## src/rtl/core/pgse_pkg.sv

```systemverilog
// ----------------------------------------------------------------------------
// pgse_pkg - shared types, constants and helpers
// Queue entry, sequencer states and byte tables for the stored PNG encoder.
// ----------------------------------------------------------------------------
package pgse_pkg;

  localparam int unsigned DIM_BITS_DEF   = 13;
  localparam int unsigned BLOCK_MAX_DEF  = 65535;
  localparam int unsigned EFF_W          = 13;   // saturated dimension, 1..4096
  localparam int unsigned RAW_W          = 25;   // h * (w + 1)
  localparam int unsigned CFG_IDX_W      = 2;
  localparam int unsigned QUEUE_DEPTH    = 4;
  localparam int unsigned MAX_WORDS      = 50;   // words kept per pixel
  localparam int unsigned WIDTH_RESET    = 160;
  localparam int unsigned HEIGHT_RESET   = 144;
  localparam logic [31:0] CRC_POLY       = 32'hEDB88320;
  localparam logic [16:0] ADLER_MOD      = 17'd65521;
  localparam logic [7:0]  ZLIB_CMF       = 8'h78;
  localparam logic [7:0]  ZLIB_FLG       = 8'h01;

  localparam logic [CFG_IDX_W-1:0] REG_WIDTH  = 2'd0;
  localparam logic [CFG_IDX_W-1:0] REG_HEIGHT = 2'd1;

  typedef struct packed {
    logic [7:0] pix;
    logic       first;      // first pixel of an image: headers go out first
    logic       row_start;  // filter byte goes out first
    logic       last;       // last pixel: trailer follows
  } entry_t;

  typedef enum logic [4:0] {
    ST_IDLE, ST_SIG, ST_IHDR_LEN, ST_IHDR_TAG, ST_IHDR_BODY, ST_IHDR_CRC,
    ST_IDAT_LEN, ST_IDAT_TAG, ST_ZHDR, ST_BHDR, ST_FILT, ST_PIX,
    ST_ADLER, ST_IDAT_CRC, ST_IEND_LEN, ST_IEND_TAG, ST_IEND_CRC
  } seq_state_e;

  typedef enum logic [1:0] {DV_IDLE, DV_MUL, DV_DIV, DV_FIN} div_state_e;

  typedef enum logic [1:0] {TAG_IHDR, TAG_IDAT, TAG_IEND} tag_e;

  function automatic logic [31:0] crc_byte(input logic [31:0] c_in, input logic [7:0] b);
    logic [31:0] c;
    c = c_in ^ {24'd0, b};
    for (int k = 0; k < 8; k++) begin
      c = c[0] ? (CRC_POLY ^ (c >> 1)) : (c >> 1);
    end
    return c;
  endfunction

  function automatic logic [7:0] sig_byte(input logic [2:0] i);
    logic [7:0] r;
    unique case (i)
      3'd0: r = 8'h89;
      3'd1: r = 8'h50;
      3'd2: r = 8'h4E;
      3'd3: r = 8'h47;
      3'd4: r = 8'h0D;
      3'd5: r = 8'h0A;
      3'd6: r = 8'h1A;
      default: r = 8'h0A;
    endcase
    return r;
  endfunction

  function automatic logic [7:0] tag_byte(input tag_e t, input logic [1:0] i);
    logic [31:0] w;
    unique case (t)
      TAG_IHDR: w = 32'h49484452;
      TAG_IDAT: w = 32'h49444154;
      default:  w = 32'h49454E44;
    endcase
    return w[8*(3-i) +: 8];
  endfunction

  // big-endian byte i of a 32-bit word
  function automatic logic [7:0] be_byte(input logic [31:0] v, input logic [1:0] i);
    return v[8*(3-i) +: 8];
  endfunction

endpackage

```

## src/rtl/core/pgse_front.sv

```systemverilog
// ----------------------------------------------------------------------------
// pgse_front - pixel intake
// Tracks column and row, marks image start, row start and last pixel.
// ----------------------------------------------------------------------------
module pgse_front import pgse_pkg::*; (
  input  logic             clk_i,
  input  logic             rst_ni,
  input  logic             clear_i,
  input  logic [EFF_W-1:0] eff_w_i,
  input  logic [EFF_W-1:0] eff_h_i,
  input  logic             s_valid_i,
  output logic             s_ready_o,
  input  logic [7:0]       s_pix_i,
  input  logic             q_full_i,
  output logic             q_push_o,
  output entry_t           q_entry_o
);

  logic             phase_q, phase_d;
  logic [EFF_W-1:0] col_q, col_d, row_q, row_d;
  logic [EFF_W-1:0] col_nx, row_nx;
  logic             wrap, last;

  assign s_ready_o = !q_full_i;
  assign q_push_o  = s_valid_i && !q_full_i;

  assign col_nx = col_q + 1'b1;
  assign row_nx = row_q + 1'b1;
  assign wrap   = col_nx >= eff_w_i;
  assign last   = wrap && (row_nx >= eff_h_i);

  assign q_entry_o = '{pix: s_pix_i, first: !phase_q, row_start: (col_q == '0), last: last};

  always_comb begin
    phase_d = phase_q;
    col_d   = col_q;
    row_d   = row_q;
    if (clear_i) begin
      phase_d = 1'b0;
      col_d   = '0;
      row_d   = '0;
    end else if (q_push_o) begin
      phase_d = !last;
      col_d   = wrap ? '0 : col_nx;
      row_d   = last ? '0 : (wrap ? row_nx : row_q);
    end
  end

  always_ff @(posedge clk_i or negedge rst_ni) begin
    if (!rst_ni) begin
      phase_q <= 1'b0;
      col_q   <= '0;
      row_q   <= '0;
    end else begin
      phase_q <= phase_d;
      col_q   <= col_d;
      row_q   <= row_d;
    end
  end

endmodule

```

## src/rtl/core/pgse_queue.sv

```systemverilog
// ----------------------------------------------------------------------------
// pgse_queue - short entry queue
// Register FIFO between intake and byte sequencer.
// ----------------------------------------------------------------------------
module pgse_queue import pgse_pkg::*; (
  input  logic   clk_i,
  input  logic   rst_ni,
  input  logic   push_i,
  input  entry_t entry_i,
  output logic   full_o,
  input  logic   pop_i,
  output logic   empty_o,
  output entry_t head_o
);

  localparam int unsigned PW = $clog2(QUEUE_DEPTH);

  entry_t        mem_q [QUEUE_DEPTH];
  logic [PW-1:0] wr_q, rd_q;
  logic [PW:0]   cnt_q;

  assign full_o  = cnt_q == (PW+1)'(QUEUE_DEPTH);
  assign empty_o = cnt_q == '0;
  assign head_o  = mem_q[rd_q];

  always_ff @(posedge clk_i) begin
    if (push_i) begin
      mem_q[wr_q] <= entry_i;
    end
  end

  always_ff @(posedge clk_i or negedge rst_ni) begin
    if (!rst_ni) begin
      wr_q  <= '0;
      rd_q  <= '0;
      cnt_q <= '0;
    end else begin
      if (push_i) wr_q <= wr_q + 1'b1;
      if (pop_i)  rd_q <= rd_q + 1'b1;
      cnt_q <= cnt_q + (PW+1)'(push_i) - (PW+1)'(pop_i);
    end
  end

endmodule

```

## src/rtl/core/pgse_lenc.sv

```systemverilog
// ----------------------------------------------------------------------------
// pgse_lenc - IDAT length unit
// raw = h*(w+1), stored block count by reciprocal multiplication, IDAT length.
// ----------------------------------------------------------------------------
module pgse_lenc import pgse_pkg::*; #(
  parameter int unsigned STORED_BLOCK_MAX = BLOCK_MAX_DEF
) (
  input  logic             clk_i,
  input  logic             rst_ni,
  input  logic             start_i,
  input  logic [EFF_W-1:0] eff_w_i,
  input  logic [EFF_W-1:0] eff_h_i,
  output logic             done_o,
  output logic [RAW_W-1:0] raw_len_o,
  output logic [31:0]      idat_len_o
);

  // ceil(raw / max) = ((raw + max - 1) * RCP) >> SH, exact for a 26-bit dividend
  localparam int unsigned SH    = RAW_W + 1 + $clog2(STORED_BLOCK_MAX);
  localparam int unsigned RCP_W = RAW_W + 3;
  localparam int unsigned PW    = RAW_W + 1 + RCP_W;
  localparam logic [63:0] RCP_L = ((64'd1 << SH) + 64'(STORED_BLOCK_MAX) - 64'd1) /
                                  64'(STORED_BLOCK_MAX);
  localparam logic [RCP_W-1:0] RCP = RCP_W'(RCP_L);

  div_state_e       st_q, st_d;
  logic [EFF_W-1:0] w1_q, w1_d, h_q, h_d;
  logic [RAW_W-1:0] raw_q, raw_d, quo_q, quo_d;
  logic             done_q, done_d;
  logic [31:0]      len_q, len_d;
  logic [RAW_W:0]   xsum;
  logic [PW-1:0]    prod;

  assign xsum = {1'b0, raw_q} + (RAW_W+1)'(STORED_BLOCK_MAX - 1);
  assign prod = PW'(xsum) * PW'(RCP);

  // next state
  always_comb begin
    st_d = st_q;
    if (start_i) begin
      st_d = DV_MUL;
    end else begin
      unique case (st_q)
        DV_IDLE: st_d = DV_IDLE;
        DV_MUL:  st_d = DV_DIV;
        DV_DIV:  st_d = DV_FIN;
        default: st_d = DV_IDLE;
      endcase
    end
  end

  // datapath
  always_comb begin
    w1_d = w1_q; h_d = h_q; raw_d = raw_q; quo_d = quo_q;
    done_d = done_q; len_d = len_q;
    if (start_i) begin
      w1_d   = eff_w_i + 1'b1;
      h_d    = eff_h_i;
      done_d = 1'b0;
    end else begin
      unique case (st_q)
        DV_MUL: raw_d = RAW_W'(w1_q) * RAW_W'(h_q);
        DV_DIV: quo_d = RAW_W'(prod >> SH);
        DV_FIN: begin
          len_d  = 32'(raw_q) + (32'(quo_q) << 2) + 32'(quo_q) + 32'd6;
          done_d = 1'b1;
        end
        default: ;
      endcase
    end
  end

  always_ff @(posedge clk_i or negedge rst_ni) begin
    if (!rst_ni) begin
      st_q   <= DV_IDLE;
      done_q <= 1'b0;
    end else begin
      st_q   <= st_d;
      done_q <= done_d;
    end
  end

  always_ff @(posedge clk_i) begin
    w1_q  <= w1_d;
    h_q   <= h_d;
    raw_q <= raw_d;
    quo_q <= quo_d;
    len_q <= len_d;
  end

  assign done_o     = done_q;
  assign raw_len_o  = raw_q;
  assign idat_len_o = len_q;

endmodule

```

## src/rtl/core/pgse_back.sv

```systemverilog
// ----------------------------------------------------------------------------
// pgse_back - byte sequencer
// Walks headers, stored blocks and trailer; CRC-32 and Adler-32 per word.
// ----------------------------------------------------------------------------
module pgse_back import pgse_pkg::*; #(
  parameter int unsigned STORED_BLOCK_MAX = BLOCK_MAX_DEF
) (
  input  logic             clk_i,
  input  logic             rst_ni,
  input  logic [EFF_W-1:0] eff_w_i,
  input  logic [EFF_W-1:0] eff_h_i,
  input  logic             q_empty_i,
  input  entry_t           q_head_i,
  output logic             q_pop_o,
  output logic             len_start_o,
  input  logic             len_done_i,
  input  logic [RAW_W-1:0] raw_len_i,
  input  logic [31:0]      idat_len_i,
  output logic             m_valid_o,
  input  logic             m_ready_i,
  output logic [7:0]       m_byte_o,
  output logic             m_run_last_o,
  output logic             m_image_end_o
);

  localparam logic [RAW_W-1:0] SBM = RAW_W'(STORED_BLOCK_MAX);

  seq_state_e       st_q, st_d;
  logic [4:0]       idx_q, idx_d;
  logic [31:0]      crc_q, crc_d;
  logic [15:0]      lo_q, lo_d, hi_q, hi_d;
  logic [15:0]      blk_q, blk_d;
  logic [RAW_W-1:0] raw_q, raw_d;
  logic             ret_filt_q, ret_filt_d;
  logic [5:0]       cnt_q, cnt_d;
  logic             ov_q, ov_d;
  logic [7:0]       ob_q, ob_d;
  logic             ol_q, ol_d, oe_q, oe_d;

  logic        adv;
  logic        emit, crc_en, crc_init, raw_emit, entry_end, file_end, dispatch;
  logic [7:0]  b;
  logic        need_hdr, blk_final;
  logic [15:0] blk_n;
  logic [31:0] crc_in, crc_out;
  logic [16:0] lo_sum, hi_sum;
  logic [15:0] lo_n, hi_n;

  assign adv       = !ov_q || m_ready_i;
  assign need_hdr  = (blk_q == '0) && (raw_q != '0);
  assign blk_final = !(raw_q > SBM);
  assign blk_n     = blk_final ? raw_q[15:0] : SBM[15:0];

  // next state
  always_comb begin
    st_d       = st_q;
    idx_d      = idx_q;
    ret_filt_d = ret_filt_q;
    if (adv) begin
      unique case (st_q)
        ST_IDLE: begin
          idx_d = '0;
          if (!q_empty_i) begin
            if (q_head_i.first)          st_d = ST_SIG;
            else if (q_head_i.row_start) st_d = ST_FILT;
            else                         st_d = ST_PIX;
          end
        end
        ST_SIG: begin
          idx_d = idx_q + 1'b1;
          if (idx_q == 5'd7) begin st_d = ST_IHDR_LEN; idx_d = '0; end
        end
        ST_IHDR_LEN: begin
          idx_d = idx_q + 1'b1;
          if (idx_q == 5'd3) begin st_d = ST_IHDR_TAG; idx_d = '0; end
        end
        ST_IHDR_TAG: begin
          idx_d = idx_q + 1'b1;
          if (idx_q == 5'd3) begin st_d = ST_IHDR_BODY; idx_d = '0; end
        end
        ST_IHDR_BODY: begin
          idx_d = idx_q + 1'b1;
          if (idx_q == 5'd12) begin st_d = ST_IHDR_CRC; idx_d = '0; end
        end
        ST_IHDR_CRC: begin
          idx_d = idx_q + 1'b1;
          if (idx_q == 5'd3) begin st_d = ST_IDAT_LEN; idx_d = '0; end
        end
        ST_IDAT_LEN: begin
          if (len_done_i) begin
            idx_d = idx_q + 1'b1;
            if (idx_q == 5'd3) begin st_d = ST_IDAT_TAG; idx_d = '0; end
          end
        end
        ST_IDAT_TAG: begin
          idx_d = idx_q + 1'b1;
          if (idx_q == 5'd3) begin st_d = ST_ZHDR; idx_d = '0; end
        end
        ST_ZHDR: begin
          idx_d = idx_q + 1'b1;
          if (idx_q == 5'd1) begin
            idx_d = '0;
            st_d  = q_head_i.row_start ? ST_FILT : ST_PIX;
          end
        end
        ST_BHDR: begin
          idx_d = idx_q + 1'b1;
          if (idx_q == 5'd4) begin
            idx_d = '0;
            st_d  = ret_filt_q ? ST_FILT : ST_PIX;
          end
        end
        ST_FILT: begin
          if (need_hdr) begin
            st_d = ST_BHDR; idx_d = '0; ret_filt_d = 1'b1;
          end else begin
            st_d = ST_PIX;
          end
        end
        ST_PIX: begin
          if (need_hdr) begin
            st_d = ST_BHDR; idx_d = '0; ret_filt_d = 1'b0;
          end else begin
            st_d = q_head_i.last ? ST_ADLER : ST_IDLE;
            idx_d = '0;
          end
        end
        ST_ADLER: begin
          idx_d = idx_q + 1'b1;
          if (idx_q == 5'd3) begin st_d = ST_IDAT_CRC; idx_d = '0; end
        end
        ST_IDAT_CRC: begin
          idx_d = idx_q + 1'b1;
          if (idx_q == 5'd3) begin st_d = ST_IEND_LEN; idx_d = '0; end
        end
        ST_IEND_LEN: begin
          idx_d = idx_q + 1'b1;
          if (idx_q == 5'd3) begin st_d = ST_IEND_TAG; idx_d = '0; end
        end
        ST_IEND_TAG: begin
          idx_d = idx_q + 1'b1;
          if (idx_q == 5'd3) begin st_d = ST_IEND_CRC; idx_d = '0; end
        end
        ST_IEND_CRC: begin
          idx_d = idx_q + 1'b1;
          if (idx_q == 5'd3) begin st_d = ST_IDLE; idx_d = '0; end
        end
        default: st_d = ST_IDLE;
      endcase
    end
  end

  // word selection
  always_comb begin
    emit = 1'b0; crc_en = 1'b0; crc_init = 1'b0; raw_emit = 1'b0;
    entry_end = 1'b0; file_end = 1'b0; dispatch = 1'b0; b = 8'd0;
    unique case (st_q)
      ST_IDLE: dispatch = !q_empty_i;
      ST_SIG: begin emit = 1'b1; b = sig_byte(idx_q[2:0]); end
      ST_IHDR_LEN: begin emit = 1'b1; b = be_byte(32'd13, idx_q[1:0]); end
      ST_IHDR_TAG: begin
        emit = 1'b1; crc_en = 1'b1; crc_init = (idx_q == '0);
        b = tag_byte(TAG_IHDR, idx_q[1:0]);
      end
      ST_IHDR_BODY: begin
        emit = 1'b1; crc_en = 1'b1;
        if (idx_q < 5'd4)       b = be_byte(32'(eff_w_i), idx_q[1:0]);
        else if (idx_q < 5'd8)  b = be_byte(32'(eff_h_i), idx_q[1:0]);
        else if (idx_q == 5'd8) b = 8'd8;   // bit depth
        else                    b = 8'd0;   // gray, methods, no interlace
      end
      ST_IHDR_CRC, ST_IDAT_CRC, ST_IEND_CRC: begin
        emit = 1'b1; b = be_byte(~crc_q, idx_q[1:0]);
        if (st_q == ST_IEND_CRC && idx_q == 5'd3) begin
          file_end = 1'b1; entry_end = 1'b1;
        end
      end
      ST_IDAT_LEN: begin
        emit = len_done_i; b = be_byte(idat_len_i, idx_q[1:0]);
      end
      ST_IDAT_TAG: begin
        emit = 1'b1; crc_en = 1'b1; crc_init = (idx_q == '0);
        b = tag_byte(TAG_IDAT, idx_q[1:0]);
      end
      ST_ZHDR: begin
        emit = 1'b1; crc_en = 1'b1; b = (idx_q == '0) ? ZLIB_CMF : ZLIB_FLG;
      end
      ST_BHDR: begin
        emit = 1'b1; crc_en = 1'b1;
        unique case (idx_q[2:0])
          3'd0:    b = {7'd0, blk_final};
          3'd1:    b = blk_n[7:0];
          3'd2:    b = blk_n[15:8];
          3'd3:    b = ~blk_n[7:0];
          default: b = ~blk_n[15:8];
        endcase
      end
      ST_FILT: begin
        emit = !need_hdr; crc_en = 1'b1; raw_emit = !need_hdr; b = 8'd0;
      end
      ST_PIX: begin
        emit = !need_hdr; crc_en = 1'b1; raw_emit = !need_hdr; b = q_head_i.pix;
        entry_end = !need_hdr && !q_head_i.last;
      end
      ST_ADLER: begin
        emit = 1'b1; crc_en = 1'b1; b = be_byte({hi_q, lo_q}, idx_q[1:0]);
      end
      ST_IEND_LEN: begin emit = 1'b1; b = 8'd0; end
      ST_IEND_TAG: begin
        emit = 1'b1; crc_en = 1'b1; crc_init = (idx_q == '0);
        b = tag_byte(TAG_IEND, idx_q[1:0]);
      end
      default: ;
    endcase
  end

  assign crc_in  = crc_init ? '1 : crc_q;
  assign crc_out = crc_byte(crc_in, b);
  assign lo_sum  = 17'(lo_q) + 17'(b);
  assign lo_n    = (lo_sum >= ADLER_MOD) ? 16'(lo_sum - ADLER_MOD) : lo_sum[15:0];
  assign hi_sum  = 17'(hi_q) + 17'(lo_n);
  assign hi_n    = (hi_sum >= ADLER_MOD) ? 16'(hi_sum - ADLER_MOD) : hi_sum[15:0];

  assign q_pop_o     = adv && entry_end;
  assign len_start_o = adv && dispatch && q_head_i.first;

  // registers of the datapath
  always_comb begin
    crc_d = crc_q; lo_d = lo_q; hi_d = hi_q; blk_d = blk_q; raw_d = raw_q;
    cnt_d = cnt_q; ov_d = ov_q; ob_d = ob_q; ol_d = ol_q; oe_d = oe_q;
    if (adv) begin
      ov_d = emit && (cnt_q < 6'(MAX_WORDS));
      ob_d = b;
      ol_d = entry_end || (cnt_q == 6'(MAX_WORDS - 1));
      oe_d = file_end;
      if (dispatch) cnt_d = '0;
      else if (emit && cnt_q < 6'(MAX_WORDS)) cnt_d = cnt_q + 1'b1;
      if (emit && crc_en) crc_d = crc_out;
      if (dispatch && q_head_i.first) begin
        lo_d = 16'd1;
        hi_d = '0;
      end
      if (st_q == ST_ZHDR && idx_q == 5'd1) begin
        raw_d = raw_len_i;
        blk_d = '0;
      end
      if (st_q == ST_BHDR && idx_q == 5'd4) blk_d = blk_n;
      if (raw_emit) begin
        lo_d = lo_n;
        hi_d = hi_n;
        if (blk_q != '0) blk_d = blk_q - 1'b1;
        if (raw_q != '0) raw_d = raw_q - 1'b1;
      end
    end
  end

  always_ff @(posedge clk_i or negedge rst_ni) begin
    if (!rst_ni) begin
      st_q       <= ST_IDLE;
      idx_q      <= '0;
      ret_filt_q <= 1'b0;
      cnt_q      <= '0;
      ov_q       <= 1'b0;
      crc_q      <= '1;
      lo_q       <= 16'd1;
      hi_q       <= '0;
      blk_q      <= '0;
      raw_q      <= '0;
    end else begin
      st_q       <= st_d;
      idx_q      <= idx_d;
      ret_filt_q <= ret_filt_d;
      cnt_q      <= cnt_d;
      ov_q       <= ov_d;
      crc_q      <= crc_d;
      lo_q       <= lo_d;
      hi_q       <= hi_d;
      blk_q      <= blk_d;
      raw_q      <= raw_d;
    end
  end

  always_ff @(posedge clk_i) begin
    ob_q <= ob_d;
    ol_q <= ol_d;
    oe_q <= oe_d;
  end

  assign m_valid_o     = ov_q;
  assign m_byte_o      = ob_q;
  assign m_run_last_o  = ol_q;
  assign m_image_end_o = oe_q;

endmodule

```

## src/rtl/core/png_gray_stored_encoder.sv

```systemverilog
// ----------------------------------------------------------------------------
// png_gray_stored_encoder - grayscale pixels in, PNG file bytes out
// Stored (uncompressed) zlib stream inside a single IDAT chunk.
// ----------------------------------------------------------------------------
// Start: the first pixel of an image passes the queue, the sequencer state
//   and the output register before the first word; the IDAT length comes
//   from a multiply unit started at dispatch, ready long before it is due.
// Throughput: one word per cycle from the output register unless m_axis_tready
//   stalls; a pixel passes the idle and pixel states, plus filter at row start.
// Reset: control state cleared, size registers at 160 x 144, next pixel
//   opens a new image. No clearing pass.
module png_gray_stored_encoder import pgse_pkg::*; #(
  parameter int unsigned DIM_BITS         = DIM_BITS_DEF,
  parameter int unsigned STORED_BLOCK_MAX = BLOCK_MAX_DEF
) (
  input  logic                 clk_i,
  input  logic                 rst_ni,
  // configuration write channel
  input  logic                 cfg_valid_i,
  output logic                 cfg_ready_o,
  input  logic [CFG_IDX_W-1:0] cfg_index_i,
  input  logic [DIM_BITS-1:0]  cfg_data_i,
  // pixel stream
  input  logic                 s_axis_tvalid,
  output logic                 s_axis_tready,
  input  logic [7:0]           s_axis_tdata,    // [7:0] pixel_value
  // file byte stream
  output logic                 m_axis_tvalid,
  input  logic                 m_axis_tready,
  output logic [7:0]           m_axis_tdata,    // [7:0] out_byte
  output logic                 m_axis_tlast,    // run_last
  output logic                 m_axis_tuser     // [0] image_end
);

  logic [DIM_BITS-1:0] width_q, height_q;
  logic [15:0]         wx, hx;
  logic [EFF_W-1:0]    eff_w, eff_h;
  logic                cfg_hit;

  entry_t           push_entry, head;
  logic             q_push, q_full, q_pop, q_empty;
  logic             len_start, len_done;
  logic [RAW_W-1:0] raw_len;
  logic [31:0]      idat_len;

  // size registers; any write to them abandons a half-sent image
  assign cfg_ready_o = 1'b1;
  assign cfg_hit     = cfg_valid_i &&
                       (cfg_index_i == REG_WIDTH || cfg_index_i == REG_HEIGHT);

  always_ff @(posedge clk_i or negedge rst_ni) begin
    if (!rst_ni) begin
      width_q  <= DIM_BITS'(WIDTH_RESET);
      height_q <= DIM_BITS'(HEIGHT_RESET);
    end else if (cfg_valid_i) begin
      if (cfg_index_i == REG_WIDTH)  width_q  <= cfg_data_i;
      if (cfg_index_i == REG_HEIGHT) height_q <= cfg_data_i;
    end
  end

  // saturate into 2..4096 and 1..4096; IHDR carries these
  assign wx = 16'(width_q);
  assign hx = 16'(height_q);
  assign eff_w = (wx < 16'd2) ? EFF_W'(2) : (wx > 16'd4096) ? EFF_W'(4096) : wx[EFF_W-1:0];
  assign eff_h = (hx < 16'd1) ? EFF_W'(1) : (hx > 16'd4096) ? EFF_W'(4096) : hx[EFF_W-1:0];

  pgse_front u_front (
    .clk_i     (clk_i),
    .rst_ni    (rst_ni),
    .clear_i   (cfg_hit),
    .eff_w_i   (eff_w),
    .eff_h_i   (eff_h),
    .s_valid_i (s_axis_tvalid),
    .s_ready_o (s_axis_tready),
    .s_pix_i   (s_axis_tdata),
    .q_full_i  (q_full),
    .q_push_o  (q_push),
    .q_entry_o (push_entry)
  );

  // classified pixels wait here while the sequencer is busy with headers
  pgse_queue u_queue (
    .clk_i   (clk_i),
    .rst_ni  (rst_ni),
    .push_i  (q_push),
    .entry_i (push_entry),
    .full_o  (q_full),
    .pop_i   (q_pop),
    .empty_o (q_empty),
    .head_o  (head)
  );

  pgse_lenc #(.STORED_BLOCK_MAX(STORED_BLOCK_MAX)) u_lenc (
    .clk_i      (clk_i),
    .rst_ni     (rst_ni),
    .start_i    (len_start),
    .eff_w_i    (eff_w),
    .eff_h_i    (eff_h),
    .done_o     (len_done),
    .raw_len_o  (raw_len),
    .idat_len_o (idat_len)
  );

  pgse_back #(.STORED_BLOCK_MAX(STORED_BLOCK_MAX)) u_back (
    .clk_i         (clk_i),
    .rst_ni        (rst_ni),
    .eff_w_i       (eff_w),
    .eff_h_i       (eff_h),
    .q_empty_i     (q_empty),
    .q_head_i      (head),
    .q_pop_o       (q_pop),
    .len_start_o   (len_start),
    .len_done_i    (len_done),
    .raw_len_i     (raw_len),
    .idat_len_i    (idat_len),
    .m_valid_o     (m_axis_tvalid),
    .m_ready_i     (m_axis_tready),
    .m_byte_o      (m_axis_tdata),
    .m_run_last_o  (m_axis_tlast),
    .m_image_end_o (m_axis_tuser)
  );

endmodule
```

## config.mk

```make
export PLATFORM = sky130hd
export DESIGN_NAME = png_gray_stored_encoder
export DESIGN_NICKNAME = d
export VERILOG_FILES = /design/src/rtl/core/pgse_pkg.sv /design/src/rtl/core/pgse_front.sv /design/src/rtl/core/pgse_queue.sv /design/src/rtl/core/pgse_lenc.sv /design/src/rtl/core/pgse_back.sv /design/src/rtl/core/png_gray_stored_encoder.sv
export SDC_FILE = /design/constraint.sdc
export NUM_CORES = 1
export LEC_CHECK = 0
export BUFFER_PORTS_ARGS = -buffer_cell sky130_fd_sc_hd__buf_2
export CORE_MARGIN = 8
export CORE_UTILIZATION = 31
export CTS_CLUSTER_DIAMETER = 100
export DETAILED_ROUTE_END_ITERATION = 10
export SYNTH_ARGS = -nofsm -noshare
export SYNTH_HDL_FRONTEND = slang
export SYNTH_SLANG_ARGS = --single-unit
export TNS_END_PERCENT = 20
```

## constraint.sdc

```tcl
create_clock -name clk_i -period 22.5 [get_ports clk_i]
set_input_delay 4.5 -clock clk_i [delete_from_list [all_inputs] [get_ports clk_i]]
set_output_delay 4.5 -clock clk_i [all_outputs]
set_load 0.1 [all_outputs]
```

; ---- Word level (Yosys, flattened, before mapping)
; Memories as Yosys holds them, arrays and structs flattened.
; Index checks and enable logic that the tools add are counted.
[totals]
ff_bits = 290
ram_bits = 44
inputBits = 28
output_inout_bits = 13
word_cells = 291
memories = 1
[memory_table]
columns = memory, words, width, rd, rd_clocked_by_memory_dff, wr, line_no
row1 = u_queue.mem_q, 4, 11, 1, 0, 1, pgse_queue.sv:18  ; entry_t mem_q [QUEUE_DEPTH];
[classes]
n_addsub = 20
multipliers = 2
n_lt_le_gt_ge = 12
eq_ne = 51
shifts = 9
n_mux = 95
bitwise_logic = 13
n_reduce_logical = 60
[op_table]
columns = cell, count
row1 = 32-bit 2-to-1 mux, 12
row2 = 32-bit by 33-bit variable part select with 8-bit output, 8
row3 = 16-bit 2-to-1 mux, 11
row4 = 13-bit 2-to-1 mux, 11
row5 = 5-bit 2-to-1 mux, 25
row6 = 13-bit inverter with 14-bit output, 8
row7 = 8-bit case mux with 12 select lines, 1
row8 = 5-bit case mux with 17 select lines, 1
row9 = 25-bit 2-to-1 mux, 3
row10 = "26-bit by 27-bit multiplier with 53-bit output, second input constant", 1
row11 = "5-bit by 4-bit equality test with 1-bit output, second input constant", 10
row12 = 8-bit case mux with 6 select lines, 1
row13 = 5-bit case mux with 8 select lines, 1
row14 = "13-bit by 1-bit adder with 13-bit output, second input constant", 3
row15 = "17-bit by 16-bit greater-or-equal comparator with 1-bit output, second input constant", 2
row16 = "32-bit by 33-bit variable part select with 8-bit output, first input constant", 1
row17 = 32-bit by 11-bit adder with 32-bit output, 1
row18 = "32-bit by 3-bit adder with 32-bit output, second input constant", 1
row19 = 32-bit inverter, 1
row20 = 8-bit case mux with 4 select lines, 1
row21 = "16-bit subtractor, second input constant", 2
row22 = 32-bit by 8-bit bitwise XOR with 32-bit output, 1
row23 = "5-bit by 3-bit equality test with 1-bit output, second input constant", 6
row24 = 25-bit by 13-bit adder with 26-bit output, 1
row25 = other kinds (62), 149

; ---- Logic depth before layout (Yosys ltp)
[logic_depth]
depth_word = 24
mapped_depth = 38

; ---- Hierarchy
; A second synthesis with hierarchy kept.
[hier_totals]
cells_unflattened = 3160
hier_area_um2 = 29598.4
[by_module_without_submodules]
columns = mod, n_inst, cells_per_inst, area_per_inst_um2, seq_area_each_um2
row1 = pgse_lenc, 1, 1264, 12467.0, 2747.6
row2 = pgse_back, 1, 1452, 11637.4, 3419.5
row3 = pgse_front, 1, 256, 2278.4, 675.6
row4 = pgse_queue, 1, 91, 1981.9, 1496.4
row5 = png_gray_stored_encoder, 1, 97, 1233.7, 655.6

; ---- Least setup slack after synthesis
; No wires, ideal clock.
[synth_path]
path_kind = reg2reg
startpoint = register u_back.idx_q[0]
endpoint = register u_back.hi_q[9]
arrival_ps = 8847
required_time_ps = 22366
path_slack_ps = 13519
path_stages_with_launch = 35
n_path_buf = 4
path_cell_list = dfrtp_1 clkbuf_1 clkinv_1 ha_1 clkbuf_1 nor2b_1 a22oi_1 o221a_2 o32ai_1 nor3_1 o211ai_2 ha_1 fa_1 a21oi_1 o21ai_1 a2111oi_1 or2_0 buf_2 xnor2_1 or4_1 or4_1 buf_2 a2111oi_2 xor2_1 ha_1 a211oi_1 a21boi_1 o31ai_1 o21a_1 o21ai_0 a2111oi_0 o211ai_1 o31ai_1 and4_1 o31ai_1
[synth_via]
elab_chain_cells = 12
word_cells_on_any_way = 36
[synth_rtl]
columns = item, line_no
row1 = "start, declared", pgse_back.sv:29  ; logic [4:0] idx_q, idx_d;
row2 = "start signal, assigned", pgse_back.sv:271  ; idx_q <= idx_d;
row3 = 2-bit by 2-bit subtractor with 3-bit output, "pgse_pkg.sv:72, pgse_pkg.sv:77"
row4 = 32-bit by 33-bit variable part select with 8-bit output, pgse_pkg.sv:77  ; return v[8*(3-i) +: 8];
row5 = 8-bit 2-to-1 mux, pgse_back.sv:168  ; else if (idx_q < 5'd8) b = be_byte(32'(eff_h_i), idx_q[1:0]);
row6 = 8-bit 2-to-1 mux, pgse_back.sv:167  ; if (idx_q < 5'd4) b = be_byte(32'(eff_w_i), idx_q[1:0]);
row7 = 8-bit case mux with 12 select lines (*), pgse_back.sv:157  ; unique case (st_q)
row8 = via u_back.b[0], pgse_back.sv:42  ; logic [7:0] b;
row9 = 16-bit by 8-bit adder with 17-bit output (*), pgse_back.sv:219  ; assign lo_sum = 17'(lo_q) + 17'(b);
row10 = 16-bit subtractor or 17-bit by 16-bit greater-or-equal comparator with 1-bit output (tied branches), pgse_back.sv:220  ; assign lo_n = (lo_sum >= ADLER_MOD) ? 16'(lo_sum - ADLER_MOD) : lo_sum[15:0];
row11 = 16-bit 2-to-1 mux (*), pgse_back.sv:220
row12 = 16-bit by 16-bit adder with 17-bit output (*), pgse_back.sv:221  ; assign hi_sum = 17'(hi_q) + 17'(lo_n);
row13 = 16-bit subtractor or 17-bit by 16-bit greater-or-equal comparator with 1-bit output (tied branches), pgse_back.sv:222  ; assign hi_n = (hi_sum >= ADLER_MOD) ? 16'(hi_sum - ADLER_MOD) : hi_sum[15:0];
row14 = 16-bit 2-to-1 mux (*), pgse_back.sv:222
row15 = 16-bit 2-to-1 mux (*), pgse_back.sv:248  ; if (raw_emit) begin
row16 = "end signal, assigned", pgse_back.sv:277  ; hi_q <= hi_d;
row17 = "end, declared", pgse_back.sv:31  ; logic [15:0] lo_q, lo_d, hi_q, hi_d;
; The timed path passes the listed nets; every way through them passes the cells marked *.
; A chain may end at the register's enable or synchronous reset.

; ---- Worst setup path after layout
[layout_path]
startpoint = register u_back.idx_q[1]
endpoint = register u_back.hi_q[12]
; Same word-level chain as after synthesis.

==> impl_metrics.py <==
metrics = {
    "run_status": {
        "run_status": "finished, final reports clean",
    },
    "setup_path": {
        "critPathLaunch": "u_back.idx_q[1]",
        "critical_path.reg2reg.endpoint": "u_back.hi_q[12]",
        "worst_r2r_startpoint": "u_back.idx_q[1]",
        "path_delay_family": "compound AO/OA/AOI/OAI gates",
        "worst-path-buf-inv": 0,
        "startpoint_type_of_the_worst_setup_path": "register",
        "critPathArrivalTime_ns": 11.36,
        "worst-r2r-cell-count": 30,
        "crit_fanout": 21,
        "cp_slowest_cell": "sky130_fd_sc_hd__dfrtp_1",
        "critical_path_required_ns": 23.00,
        "critical_path.max_stage_delay_ns": 0.83,
        "rrSetupSlack_ns": 11.64,
        "worstSetupPathType": "register to register",
        "crit_path_end_kind": "register",
    },
    "synth": {
        "synth.top_cell.area_share_pct": 14.6,
        "synth_enable_flop_cells": 143,
        "netlist_top_cells_count": "275 x sky130_fd_sc_hd__ha_1, 273 x sky130_fd_sc_hd__inv_1, 255 x sky130_fd_sc_hd__nand2_1",
        "synth_warnings": 0,
        "synth_cells": 3160,
        "synth.area.top_cells": "sky130_fd_sc_hd__edfxtp_1 15%, sky130_fd_sc_hd__dfrtp_1 13%, sky130_fd_sc_hd__ha_1 12%",
        "avgSynthCellArea_um2": 9.29,
        "ys.flop_type": "sky130_fd_sc_hd__dfrtp_1",
        "ys_seq_area_share_pct": 30.6,
        "ys_ff_latch": 329,
        "post_synth_instance_area_mm2": 0.0294,
        "async_reset_ff_share_pct": 56.5,
        "most_numerous_cell_in_the_yosys_netlist": "sky130_fd_sc_hd__ha_1",
        "synthDistinctLibCells": 104,
        "post-synth-top-area-cell": "sky130_fd_sc_hd__edfxtp_1",
    },
    "layout": {
        "post_route_cells_drive_above_1_share_pct": 8.41,
        "flow.area_growth_from_synthesis_pct": 9.08,
        "finalNetCount": 3541,
        "fillCellCount": 9810,
        "multiInputGateArea_mm2": 0.0187,
        "layout.area.seq_mm2": 0.00899,
        "insertedDiodeCount": 0,
    },
    "detailed_routing": {
        "route.vias.total": 23200,
        "drt_pre_antenna_iters": 6,
        "route.final.wire_length_um": 81700,
        "initialDrtViolationCount": 1801,
        "detail_route.drc_violations": 0,
        "detail_route.wl_per_cell_um": 18.5,
        "drtAntennaViolNets": 0,
        "via_per_inst": 5.27,
    },
    "clock_network": {
        "tritoncts": "done",
        "cts_resized": 0,
        "clockRootBuffer": "sky130_fd_sc_hd__clkbuf_16",
        "clock_latency_on_the_worst_skew_pair_ns": 0.57,
        "cts_sinks": 329,
        "post_cts_buffers": 0,
        "post_cts_hold_buffer_count": 0,
        "worst_setup_hold_path_clk_slew_ns": 0.07,
        "cts_max_level": 2,
        "cts_buffer_depth": 3,
        "clock_buffer_count_from_cts": 37,
    },
    "timing": {
        "setup_violations": 0,
        "fin_crit_sh_pct": 48.3,
        "worst_case_headroom_to_the_max_slew_limit_pct": 17.1,
        "hold_ws_ns": 0.498,
        "timing.fmax_mhz": 92.1,
        "final.setup.tns_ns": 0,
        "rsz0062_at_grt": "no",
        "min_period_ns": 10.86,
        "final_hold_viol_count": 0,
        "worst_pin_slew_ns": 1.24,
        "maxSlewViolCount": 0,
        "clock-skew-final_ns": 0.0181,
    },
    "placement": {
        "portBuffers": 39,
        "detailedPlacementHpwl_um": 61900,
        "gpl.final_weighted_congestion": 0.933,
    },
    "global_routing": {
        "groute.layer.met2.usage_pct": 25.0,
        "groute.usage.overall_pct": 15.4,
        "grt-busiest-layer": "met2",
        "grt_start_max_net_pins": 76,
        "groute.layer.met3.usage_pct": 2.36,
        "total_global_routing_overflow": 0,
        "groute.layer.met1.usage_pct": 21.2,
        "grt_pass1_vias": 22800,
        "initial_antenna_violation_count": 2,
        "grt_first_pass_wirelength_um": 130000,
    },
    "run": {
        "cap_viol_max_count": 0,
    },
    "die": {
        "floorplan.rows": 113,
        "floorplan.die.width_um": 324,
        "starting_density_of_the_core_pct": 31.1,
        "floorplan.die_area_mm2": 0.105,
        "die_h_um": 324,
        "core_area_mm2": 0.0944,
        "ios": 41,
    },
    "min_path": {
        "whs_path_depth": 2,
        "min_path_type": "register to register",
        "hp-start": "u_back.blk_q[9]",
        "holdPathEnd": "u_back.blk_q[9]",
    },
}
[state kept, by name (all words and copies together) (netlist names), 3 cells and up]
register	flops
u_back.hi_q	16
height_q	13
u_back.cnt_q	6
u_back.raw_q	25
u_back.idx_q	5
u_back.m_byte_o	8
u_queue.mem_q	44
u_lenc.w1_q	13
u_back.crc_q	32
u_queue.cnt_q	3
u_lenc.quo_q	11
u_back.blk_q	16
u_back.st_q	5
u_back.lo_q	16
width_q	13
u_lenc.idat_len_o	27
u_lenc.h_q	13
u_lenc.raw_len_o	25
u_front.col_q	13
u_front.row_q	13
[area by class of cell]
type                    instances  share of cell area [%]
multi-input cells            2401                    58.5
flip-flops and latches        329                    28.1
well taps                    1265                    4.94
inverters                     276                    3.24
clock buffers                  46                    3.13
repair buffers                 66                    1.27
clock inverters                22                   0.801
[tightest hold or removal path: cells and delay by family, from the launching register on]
family	cells	cell delay, ns
simple gates	1	0.05
flops	1	0.34
compound gates	1	0.08
[worst max-delay path by stage]
stage                      endpoint  cells after the start
detailed placement  u_back.hi_q[12]                     30
floorplan            u_back.hi_q[9]                     34
global route        u_back.hi_q[12]                     30
CTS                 u_back.hi_q[12]                     30
finish              u_back.hi_q[12]                     30
global placement    u_back.hi_q[12]                     30
[per-stage QoR]
stage	std cells	worst slack (ns)	cell area [µm²]	utilization, %
2_1_floorplan	3161	13.52	29400	-
3_3_place_gp	4337	11.98	30800	32.6
3_5_place_dp	4337	11.75	30800	32.6
4_1_cts	4405	11.72	32000	33.9
5_1_grt	4405	10.86	32000	33.9
6_report	4405	11.64	32000	33.9
[cells in the final DEF, fill, tap and decap left out, types with 111 or more instances in the layout]
| master | instances |
|---|---|
| sky130_fd_sc_hd__a21oi_1 | 170 |
| sky130_fd_sc_hd__and2_1 | 111 |
| sky130_fd_sc_hd__dfrtp_1 | 149 |
| sky130_fd_sc_hd__edfxtp_1 | 143 |
| sky130_fd_sc_hd__fa_1 | 127 |
| sky130_fd_sc_hd__ha_1 | 275 |
| sky130_fd_sc_hd__inv_1 | 273 |
| sky130_fd_sc_hd__nand2_1 | 255 |
| sky130_fd_sc_hd__nor2_1 | 218 |
| sky130_fd_sc_hd__o21ai_0 | 129 |
| sky130_fd_sc_hd__xnor2_1 | 127 |
[kinds of logic (layout without fill, tap and decap cells)]
kind of cell,Yosys count,after routing,share of synthesized area [%]
AOI/OAI and AO/OA,670,670,15.2
xor gates and xnor gates,223,223,7.46
adders and majority gates,402,402,20.4
buffers and inverters,431,410,5.61
DFF,329,329,30.6
muxes,59,59,2.62
other,2,3,0.0256
and+or+nand+nor,1044,1044,18.1
[metal layers]
metal  routed length (µm)  up-vias
met5                   13        -
met4                 2250        2
met3                 4790      139
met2                37500      668
met1                37100    11300
li1                     -    11100
Power is left out: the tool's default activity adds up to more than one toggle a clock period on the data nets, which glitch-free logic cannot reach.
